### config.mk
export PLATFORM = sky130hd
export DESIGN_NAME = newline_style_converter
export DESIGN_NICKNAME = d
export VERILOG_FILES = /design/src/nsc_pkg.sv /design/src/nsc_conv.sv /design/src/newline_style_converter.sv
export SDC_FILE = /design/constraint.sdc
export NUM_CORES = 1
export LEC_CHECK = 0
export BUFFER_PORTS_ARGS = -buffer_cell sky130_fd_sc_hd__clkbuf_2
export CORE_UTILIZATION = 56
export DETAILED_ROUTE_END_ITERATION = 6
export PLACE_DENSITY = 0.91
export SYNTH_ARGS = -nofsm -noshare
export SYNTH_HDL_FRONTEND = slang
export SYNTH_SLANG_ARGS = --single-unit
### constraint.sdc
create_clock -name clk -period 6.7 [get_ports clk]
set_clock_uncertainty 0.15 [all_clocks]
set_input_delay 0.335 -clock clk [delete_from_list [all_inputs] [get_ports clk]]
set_output_delay 0.335 -clock clk [all_outputs]
set_load 0.02 [all_outputs]
### src/nsc_pkg.sv
package nsc_pkg;

  localparam logic [7:0] CH_LF = 8'h0A;
  localparam logic [7:0] CH_CR = 8'h0D;

  localparam int MaxOut = 4;
  localparam int CntW = $clog2(MaxOut + 1);

  // register index, taken from paddr[2]
  localparam logic REG_SOURCE = 1'b0;
  localparam logic REG_TARGET = 1'b1;

  typedef enum logic [1:0] {
    STYLE_LF   = 2'd0,
    STYLE_CR   = 2'd1,
    STYLE_CRLF = 2'd2,
    STYLE_ANY  = 2'd3
  } style_t;

  typedef struct packed {
    style_t src;
    style_t tgt;
  } cfg_t;

  typedef struct packed {
    logic [CntW-1:0] cnt;
    logic            held;
  } stat_t;

  typedef struct packed {
    logic [MaxOut-1:0][7:0] bytes;
    logic [CntW-1:0]        cnt;
    logic                   held;
  } conv_t;

  function automatic conv_t push(conv_t r, logic [7:0] b);
    conv_t o;
    o = r;
    if (o.cnt < CntW'(MaxOut)) begin
      o.bytes[o.cnt[CntW-2:0]] = b;
      o.cnt = o.cnt + CntW'(1);
    end
    return o;
  endfunction

  function automatic conv_t push_break(conv_t r, style_t tgt);
    conv_t o;
    o = r;
    if (tgt == STYLE_LF) begin
      o = push(o, CH_LF);
    end else if (tgt == STYLE_CR) begin
      o = push(o, CH_CR);
    end else begin
      o = push(o, CH_CR);
      o = push(o, CH_LF);
    end
    return o;
  endfunction

  // all output bytes caused by one input byte, plus the new pending-CR flag
  function automatic conv_t convert(logic [7:0] b, logic last, cfg_t cfg, logic held);
    conv_t r;
    logic  pass;
    logic  holding;
    r = '0;
    r.held = held;
    pass = (cfg.src == cfg.tgt) || (cfg.tgt == STYLE_ANY);
    holding = !pass && ((cfg.src == STYLE_CRLF) || (cfg.src == STYLE_ANY));
    if (r.held && !holding) begin
      r = push(r, CH_CR);
      r.held = 1'b0;
    end
    if (pass) begin
      r = push(r, b);
    end else begin
      case (cfg.src)
        STYLE_LF: begin
          if (b == CH_LF) r = push_break(r, cfg.tgt);
          else r = push(r, b);
        end
        STYLE_CR: begin
          if (b == CH_CR) r = push_break(r, cfg.tgt);
          else r = push(r, b);
        end
        STYLE_CRLF: begin
          if (r.held && b == CH_LF) begin
            r = push_break(r, cfg.tgt);
            r.held = 1'b0;
          end else begin
            if (r.held) begin
              r = push(r, CH_CR);
              r.held = 1'b0;
            end
            if (b == CH_CR) r.held = 1'b1;
            else r = push(r, b);
          end
        end
        default: begin
          if (r.held) begin
            r.held = 1'b0;
            r = push_break(r, cfg.tgt);
            if (b != CH_LF) begin
              if (b == CH_CR) r.held = 1'b1;
              else r = push(r, b);
            end
          end else if (b == CH_CR) begin
            r.held = 1'b1;
          end else if (b == CH_LF) begin
            r = push_break(r, cfg.tgt);
          end else begin
            r = push(r, b);
          end
        end
      endcase
    end
    if (last && r.held) begin
      if (cfg.src == STYLE_ANY) r = push_break(r, cfg.tgt);
      else r = push(r, CH_CR);
      r.held = 1'b0;
    end
    return r;
  endfunction

endpackage

### src/nsc_conv.sv
module nsc_conv
  import nsc_pkg::*;
(
  input  logic       clk,
  input  logic       rst_n,
  input  cfg_t       cfg,
  input  logic       in_valid,
  output logic       in_ready,
  input  logic [7:0] in_byte,
  input  logic       in_end,
  output logic       out_valid,
  input  logic       out_ready,
  output logic [7:0] out_byte,
  output logic       out_last,
  output stat_t      stat
);

  logic [MaxOut-1:0][7:0] bytes_r, bytes_nxt;
  logic [CntW-1:0]        cnt_r, cnt_nxt;
  logic                   held_cr_r, held_cr_nxt;
  conv_t                  res;
  logic                   accept;
  logic                   take;

  assign res       = convert(in_byte, in_end, cfg, held_cr_r);
  assign out_valid = (cnt_r != '0);
  assign out_byte  = bytes_r[0];
  assign out_last  = (cnt_r == CntW'(1));
  assign take      = out_valid && out_ready;
  assign in_ready  = (cnt_r == '0) || (out_last && out_ready);
  assign accept    = in_valid && in_ready;
  assign stat      = '{cnt: cnt_r, held: held_cr_r};

  always_comb begin
    bytes_nxt   = bytes_r;
    cnt_nxt     = cnt_r;
    held_cr_nxt = held_cr_r;
    if (accept) begin
      bytes_nxt   = res.bytes;
      cnt_nxt     = res.cnt;
      held_cr_nxt = res.held;
    end else if (take) begin
      bytes_nxt = {8'h00, bytes_r[MaxOut-1:1]};
      cnt_nxt   = cnt_r - CntW'(1);
    end
  end

  always_ff @(posedge clk) begin
    bytes_r <= bytes_nxt;
    if (!rst_n) begin
      cnt_r     <= '0;
      held_cr_r <= 1'b0;
    end else begin
      cnt_r     <= cnt_nxt;
      held_cr_r <= held_cr_nxt;
    end
  end

endmodule

### src/newline_style_converter.sv
// channel | dir | word                        | accepted when
// in_     | in  | tdata=byte, tlast=end       | in_tvalid & in_tready
// out_    | out | tdata=byte, tlast=last      | out_tvalid & out_tready
// cfg_    | in  | APB, 0x0 source, 0x4 target | psel & penable & pwrite
//
// One input word per cycle when it yields one output word with out_tready
// high; one that yields n output words (n up to 4) holds the input while the
// 4-word output buffer drains, one word a cycle with out_tready high. A word
// that only stores a pending CR gives nothing. Output appears the cycle after
// acceptance. Reset (rst_n, synchronous) clears styles to LF and the buffer.
module newline_style_converter
  import nsc_pkg::*;
(
  input  logic        clk,
  input  logic        rst_n,
  input  logic        in_tvalid,
  output logic        in_tready,
  input  logic [7:0]  in_tdata,   // [7:0] in_byte
  input  logic        in_tlast,
  output logic        out_tvalid,
  input  logic        out_tready,
  output logic [7:0]  out_tdata,  // [7:0] out_byte
  output logic        out_tlast,
  input  logic        cfg_psel,
  input  logic        cfg_penable,
  input  logic        cfg_pwrite,
  input  logic [2:0]  cfg_paddr,
  input  logic [31:0] cfg_pwdata,
  output logic [31:0] cfg_prdata,
  output logic        cfg_pready
);

  cfg_t  cfg_r, cfg_nxt;
  stat_t stat;
  logic  wr;

  assign cfg_pready = 1'b1;
  assign wr = cfg_psel && cfg_penable && cfg_pwrite && cfg_pready;

  always_comb begin
    cfg_nxt = cfg_r;
    if (wr) begin
      case (cfg_paddr[2])
        REG_SOURCE: cfg_nxt.src = style_t'(cfg_pwdata[1:0]);
        REG_TARGET: cfg_nxt.tgt = style_t'(cfg_pwdata[1:0]);
        default:    cfg_nxt = cfg_r;
      endcase
    end
  end

  always_comb begin
    case (cfg_paddr[2])
      REG_SOURCE: cfg_prdata = {30'd0, cfg_r.src};
      REG_TARGET: cfg_prdata = {30'd0, cfg_r.tgt};
      default:    cfg_prdata = '0;
    endcase
  end

  always_ff @(posedge clk) begin
    if (!rst_n) begin
      cfg_r <= '{src: STYLE_LF, tgt: STYLE_LF};
    end else begin
      cfg_r <= cfg_nxt;
    end
  end

  nsc_conv u_conv (
    .clk       (clk),
    .rst_n     (rst_n),
    .cfg       (cfg_r),
    .in_valid  (in_tvalid),
    .in_ready  (in_tready),
    .in_byte   (in_tdata),
    .in_end    (in_tlast),
    .out_valid (out_tvalid),
    .out_ready (out_tready),
    .out_byte  (out_tdata),
    .out_last  (out_tlast),
    .stat      (stat)
  );

  a_cnt_range: assert property (@(posedge clk) disable iff (!rst_n)
    stat.cnt <= CntW'(MaxOut))
    else $error("output buffer count out of range");

  a_ready_drain: assert property (@(posedge clk) disable iff (!rst_n)
    in_tready |-> (stat.cnt == '0 || (stat.cnt == CntW'(1) && out_tready)))
    else $error("input taken while buffer still holds words");

  a_end_clears: assert property (@(posedge clk) disable iff (!rst_n)
    (in_tvalid && in_tready && in_tlast) |=> !stat.held)
    else $error("pending CR left after end of input");

  a_last_single: assert property (@(posedge clk) disable iff (!rst_n)
    (out_tvalid && out_tlast) |-> stat.cnt == CntW'(1))
    else $error("last flag on a word that is not the final one");

endmodule

==> qor_table.md, run 1 <==
| Item | Value |
|---|---|
| Setup crit start | u_conv.held_cr_r |
| Share of flip-flops with an asynchronous set or reset | 0% |
| Startpoint kind of the worst setup timing path | flip-flop |
| Kind of end point of the critical path | flip-flop |
| Multi-input combinational cell area | 0.00260 mm2 |
| Number of enable-type register cells in the synthesized netlist | 32 |
| Maximum buffer depth of the clock tree | 2 |
| Transition at the pin with the smallest max-transition slack | 1.13 ns |
| Number of buffers inserted by hold repair at cts | 0 |
| Clock tree sinks | 40 |
| Maximum ir drop on the vdd rail | 0.121 mV |
| Residual DRC | 0 |
| Mean instance size in the synthesized netlist | 7.96 um2 |
| Static Leakage | 1.66 nW |
| Synthesized instance count | 518 |
| Slew HR | 24.4% |
| Number of design-rule violations left by the first detailed-router iteration | 524 |
| Area added between synthesis and finish | 3.52% |
| Yosys reg bits | 40 |
| Final core utilization | 61.4% |
| Placer's final routability congestion estimate | 1.00 |
| Leading cell types by count after synthesis | nand2_1, o21ai_0, buf_4, clkbuf_1, edfxtp_1 |
| Part of the power in the clock network | 18.3% |
| Period utilisation layout | 81.2% |
| Setup TNS | 0 ns |
| Slack of the worst reg-to-reg path | 1.26 ns |
| Clock Latency Late Sink | 0.30 ns |
| Setup repair after global routing missed its margin | no |
| Switch Pwr | 0.436 mW |
| Vias after detailed routing | 4163 |
| Fill cell instance count of the final layout | 618 |
| Maximum operating frequency | 0.184 GHz |
| Primary flip-flop cell chosen by synthesis mapping | edfxtp_1 |
| # resized after CTS | 0 |
| Largest net degree at the start of global routing | 36 |
| R2R cell count | 20 |
| CTS tree | built |
| Via count of the first global-routing pass | 3685 |
| Hold path startpoint | cfg_pwdata[1] |
| Average routed wire per standard cell | 19.7 um |
| Areal power density over the cells | 262 mW/mm2 |
| Number of routed nets with antenna violations | 0 |
| Total setup buffers inserted after CTS | 0 |
| Part of the total power dissipated in sequential elements | 42.0% |
| Run status | completed |
| Floorplan Core Area | 0.00694 mm2 |
| Number of endpoints with negative hold slack in the final report | 0 |
| Switching part of the total power | 39.0% |
| Inserted Clock Buffers | 5 |
| Count of inserted antenna diode cells | 0 |
| Max-slew violation count | 0 |
| Worst R2R Start | u_conv.held_cr_r |
| Total wire length | 12100 um |
| Clk pin slew, worst setup/hold paths | 0.09 ns |
| Fraction of layout instances using a drive strength above 1 | 12.7% |
| Cell internal pwr | 0.682 mW |
| Capture point of the worst reg-to-reg path | u_conv.out_byte[1] |
| DIE AREA | 0.00771 mm2 |
| Worst endpoint data arrival time | 5.33 ns |
| Starting density of the core | 59.4% |
| Antenna violations before repair | 0 |
| Final Cell Area | 0.00427 mm2 |
| Most frequent cell after synthesis | nand2_1 |
| Class of the tightest hold or removal check | input pin to flip-flop |
| Cell Area, Placed | 0.00415 mm2 |
| Sum of internal, switching and leakage power | 1.12 mW |
| Placement Setup Slack | 1.47 ns |
| H-tree levels | 2 |
| Max-capacitance violation count | 0 |
| Cell types occupying the most area after synthesis | edfxtp_1, buf_4, ha_1 |
| Yosys top cell by area | edfxtp_1 |
| Min Tclk post-route | 5.44 ns |
| Share of the synthesized area in the top cell type | 23.3% |
| Data required time of the critical path | 6.59 ns |
| HPWL after detailed placement | 8690 um |
| Type of the setup path with the least slack | flip-flop to flip-flop |
| Number of warnings printed during yosys synthesis | 0 |
| Buffer type at the clock tree root | clkbuf_8 |
| Die X | 87.8 um |
| First-pass GRT wire length | 19100 um |
| Power share of the combinational group | 39.7% |
| Worst setup slack after layout | 1.26 ns |
| Final setup fails | 0 |
| GR Overflow Total | 0 |
| First-pass detailed-route iteration total | 5 |
| Seq/Total Area, Yosys | 27.2% |
| Combined area of all synthesized cells | 0.00412 mm2 |
| Nets | 592 |
| Critical-path maximum fanout | 33 |
| Average via count per standard cell | 6.77 |
| Num rows | 30 |
| Total routing usage reported by global routing | 32.2% |
| Critical path endpoint | u_conv.out_byte[1] |
| Area used by sequential logic in the layout | 0.00112 mm2 |
| Io pins | 95 |
| DIE HEIGHT | 87.8 um |
| Count of distinct cell types in the synthesized netlist | 73 |
| Total of buffers placed on input and output ports | 31 |
-- routing by layer --
layer	up-vias	track usage [%]	share of wire [%]
li1	1860	-	-
met1	1934	42.8	41
met2	315	49.8	44
met3	54	7.63	11
met4	0	14.2	4.1
met5	-	0	0
-- through the flow --
step	instances	hold WS, ns
2_1_floorplan	547	0.303
3_3_place_gp	607	0.349
3_5_place_dp	607	0.364
4_1_cts	615	0.169
5_1_grt	615	0.205
6_report	615	0.172
-- state kept, by name, summed over array words and instances (netlist names) --
signal and cells:
u_conv.cnt_r 3, u_conv.held_cr_r 1, u_conv.out_byte 8, u_conv.bytes_r 24, cfg_r 4
-- how the worst min path moves through the flow --
stage	cells after the start	to	slack, ns
floorplan	1	u_conv.cnt_r[2]	0.30
global placement	2	u_conv.bytes_r[20]	0.35
detailed placement	2	u_conv.bytes_r[14]	0.36
CTS	3	cfg_r[1]	0.17
global route	3	cfg_r[1]	0.21
finish	3	cfg_r[3]	0.17
-- logic make-up after synthesis --
family	synth area share, %
AO/OA/AOI/OAI	29.1
AND/OR/NAND/NOR	21.2
buffers and inverters	12.5
flip-flops	27.2
adder cells (fa/ha/maj)	6.98
multiplexers	2.12
XOR/XNOR	0.638
other	0.182
-- power groups by stage --
stage          clock network [mW]  logic [mW]  registers, mW
2_1_floorplan                   0       0.372          0.459
3_3_place_gp                    0       0.421          0.468
3_5_place_dp                    0       0.436          0.476
4_1_cts                     0.204       0.438          0.470
5_1_grt                     0.210       0.491          0.480
6_report                    0.205       0.444          0.469
-- area by class of cell --
type                    instances  area share, %
clock buffers                   5           1.61
clock inverters                 3           1.09
inverters                      20           1.76
multi-input cells             409           60.9
flip-flops and latches         40           26.3
well taps                      96           2.82
repair buffers                 42           5.57
-- critical path, cell delays in order, from the launching register on --
cell and delay [ns]:
dfxtp_1 0.35, buf_4 0.34, nand2b_1 0.18, o31ai_1 0.10, buf_4 0.23, inv_1 0.11, ha_1 0.35, o21ai_1 0.14
buf_4 0.17, inv_1 0.09, ha_1 0.27, or3_1 0.37, a31oi_1 0.38, or3_1 0.22, ha_1 0.25, mux2_2 0.30
ha_1 0.22, nand2_1 0.13, a21boi_0 0.27, o21ai_0 0.17, o32a_1 0.38
-- cell usage in the layout (no fill, tap or decap), drive strengths merged, types with 5 or more instances in the layout --
cell type	instances
nand4	8
buf	11
inv	21
nor2b	10
o21ai	44
o211ai	8
nor2	30
mux2i	5
a211oi	10
o21a	5
a21oi	31
nand3	10
edfxtp	32
and2	5
nand2b	5
a2111oi	6
o31ai	9
nor3	8
nand2	55
clkbuf	36
ha	23
dfxtp	8
conb	31
and3	12
a31oi	17
Power figures use the tool's default switching activity.
==> run 2, diff against run 1 <==
- clock period: 6.7 -> 5.65 ns (I/O delays scaled with it)
==> qor_table.md, run 2 (synthesis results as in run 1) <==
| Item | Value | Delta |
|---|---|---|
| Run status | finished, violations left | was completed |
| Violated checks | design-rule violations |  |
| Transition at the pin with the smallest max-transition slack | 1.16 ns | was 1.13 ns |
| First-pass GRT wire length | 19900 um | was 19100 um |
| Kind of end point of the critical path | flip-flop | unchanged |
| Static Leakage | 1.69 nW | was 1.66 nW |
| Clock Latency Late Sink | 0.30 ns | about the same |
| Clock tree sinks | 40 | unchanged |
| Clk pin slew, worst setup/hold paths | 0.08 ns | was 0.09 ns |
| Number of design-rule violations left by the first detailed-router iteration | 600 | was 524 |
| DIE HEIGHT | 87.8 um | unchanged |
| Cell internal pwr | 0.809 mW | was 0.682 mW |
| Switching part of the total power | 39.2% | was 39.0% |
| Fraction of layout instances using a drive strength above 1 | 13.7% | was 12.7% |
| Setup TNS | 0 ns | unchanged |
| DR WL met2 | 5740 um | was 5290 um |
| Class of the tightest hold or removal check | input pin to flip-flop | unchanged |
| Slack of the worst reg-to-reg path | 0.55 ns | was 1.26 ns |
| Max-capacitance violation count | 0 | unchanged |
| Via count of the first global-routing pass | 3747 | was 3685 |
| Areal power density over the cells | 309 mW/mm2 | was 262 mW/mm2 |
| Maximum ir drop on the vdd rail | 0.143 mV | was 0.121 mV |
| Starting density of the core | 59.4% | unchanged |
| Part of the total power dissipated in sequential elements | 41.8% | was 42.0% |
| Switch Pwr | 0.522 mW | was 0.436 mW |
| Total met3 wirelength after detailed routing | 1500 um | was 1340 um |
| Floorplan Core Area | 0.00694 mm2 | unchanged |
| Top library cells by usage in the layout, fill and taps aside | nand2_1, o21ai_0, edfxtp_1 | unchanged |
| Largest net degree at the start of global routing | 36 | unchanged |
| Number of routed nets with antenna violations | 0 | unchanged |
| Number of buffers inserted by hold repair at cts | 0 | unchanged |
| H-tree levels | 2 | unchanged |
| Average via count per standard cell | 6.76 | was 6.77 |
| Startpoint kind of the worst setup timing path | flip-flop | unchanged |
| Slew HR | 22.7% | was 24.4% |
| Maximum operating frequency | 0.196 GHz | was 0.184 GHz |
| Average routed wire per standard cell | 20.9 um | was 19.7 um |
| Die X | 87.8 um | unchanged |
| Io pins | 95 | unchanged |
| Area added between synthesis and finish | 4.61% | was 3.52% |
| Part of the power in the clock network | 18.1% | was 18.3% |
| CTS tree | built | unchanged |
| Num rows | 30 | unchanged |
| Hold path startpoint | cfg_pwdata[1] | unchanged |
| Period utilisation layout | 90.3% | was 81.2% |
| First-pass detailed-route iteration total | 7 | was 5 |
| R2R cell count | 17 | was 20 |
| Worst R2R Start | u_conv.held_cr_r | unchanged |
| Top reg by flops | u_conv.bytes_r | unchanged |
| Most common cell after layout, fill and taps aside | nand2_1 | unchanged |
| Power share of the combinational group | 40.0% | was 39.7% |
| Sum of internal, switching and leakage power | 1.33 mW | was 1.12 mW |
| Placer's final routability congestion estimate | 0.986 | was 1.00 |
| Total of buffers placed on input and output ports | 31 | unchanged |
| Worst endpoint data arrival time | 5.00 ns | was 5.33 ns |
| Inserted Clock Buffers | 5 | unchanged |
| DIE AREA | 0.00771 mm2 | unchanged |
| Residual DRC | 11 | was 0 |
| Type of the setup path with the least slack | flip-flop to flip-flop | unchanged |
| Min Tclk post-route | 5.10 ns | was 5.44 ns |
| Setup repair after global routing missed its margin | no | unchanged |
| Capture point of the worst reg-to-reg path | u_conv.out_byte[1] | unchanged |
| Buffer type at the clock tree root | clkbuf_8 | unchanged |
| Max-slew violation count | 0 | unchanged |
| Hold Path Stages | 3 | unchanged |
| # resized after CTS | 0 | unchanged |
| Highest metal layer with signal wires | met4 | unchanged |
| Total routing usage reported by global routing | 34.2% | was 32.2% |
| Routed metal-1 wirelength | 5290 um | was 4970 um |
| GR Overflow Total | 0 | unchanged |
| Critical-path maximum fanout | 5 | was 33 |
| Area used by sequential logic in the layout | 0.00112 mm2 | unchanged |
| Multi-input combinational cell area | 0.00260 mm2 | unchanged |
| Count of inserted antenna diode cells | 0 | unchanged |
| Fill cell instance count of the final layout | 603 | was 618 |
| Maximum buffer depth of the clock tree | 2 | unchanged |
| Antenna violations before repair | 0 | unchanged |
| Vias after detailed routing | 4199 | was 4163 |
| Total wire length | 13000 um | was 12100 um |
| Nets | 598 | was 592 |
| Endpoint of the worst hold path | cfg_r[3] | unchanged |
| Data required time of the critical path | 5.55 ns | was 6.59 ns |
| Final setup fails | 0 | unchanged |
| Total setup buffers inserted after CTS | 0 | unchanged |
| HPWL after detailed placement | 9530 um | was 8690 um |
| Number of endpoints with negative hold slack in the final report | 0 | unchanged |
| Flip-flop count of the largest register after layout | 24 | unchanged |
[run 2: worst max path at each step]
stage	startpoint	endpoint	slack (ns)
after floorplan	cfg_r[1]	u_conv.out_byte[1]	0.55
after global placement	u_conv.held_cr_r	u_conv.out_byte[1]	0.83
after detailed placement	u_conv.held_cr_r	u_conv.out_byte[1]	0.69
after CTS	u_conv.held_cr_r	u_conv.out_byte[1]	0.65
after global routing	cfg_r[1]	u_conv.out_byte[1]	0.36
final	u_conv.held_cr_r	u_conv.out_byte[1]	0.55
[run 2: power groups by stage]
stage / Sequential [mW] / Combinational, mW / Clock, mW
floorplan: 0.544 / 0.442 / 0
global placement: 0.555 / 0.504 / 0
detailed placement: 0.563 / 0.522 / 0
CTS: 0.557 / 0.525 / 0.241
global route: 0.573 / 0.586 / 0.253
finish: 0.557 / 0.533 / 0.241
[run 2: worst max-delay path, stage by stage, from the launching register on]
cell and delay (ns):
dfxtp_1 0.42, inv_1 0.08, o31ai_1 0.33, inv_1 0.17, ha_1 0.23, o21bai_1 0.20, a2111oi_2 0.49, a211oi_1 0.09
o21a_1 0.23, or2_2 0.31, or3_1 0.40, ha_1 0.33, mux2_2 0.31, ha_1 0.21, nand2_1 0.13, a21boi_0 0.26
o21ai_0 0.14, o32a_1 0.36
[run 2: metrics by stage]
stage / cell area, um2 / setup WS (ns) / hold WS (ns) / instances / util [%]
finish: 4310 / 0.548 / 0.108 / 621 / 62.1
global route: 4310 / 0.359 / 0.128 / 621 / 62.1
CTS: 4310 / 0.645 / 0.109 / 621 / 62.1
detailed placement: 4200 / 0.689 / 0.359 / 613 / 60.4
global placement: 4200 / 0.829 / 0.350 / 613 / 60.4
floorplan: 4230 / 0.547 / 0.250 / 547 / -
[run 2: routing by layer]
metal | up-vias | GRT usage (%)
met5 | - | 0
met4 | 0 | 13.9
met3 | 40 | 5.75
met2 | 312 | 53.1
met1 | 1969 | 47.1
li1 | 1878 | -
[run 2: layout make-up]
type | count | area share (%)
multi-input cells | 409 | 60.2
flip-flops and latches | 40 | 26.0
repair buffers | 48 | 6.56
well taps | 96 | 2.79
inverters | 20 | 1.74
clock buffers | 5 | 1.60
clock inverters | 3 | 1.07
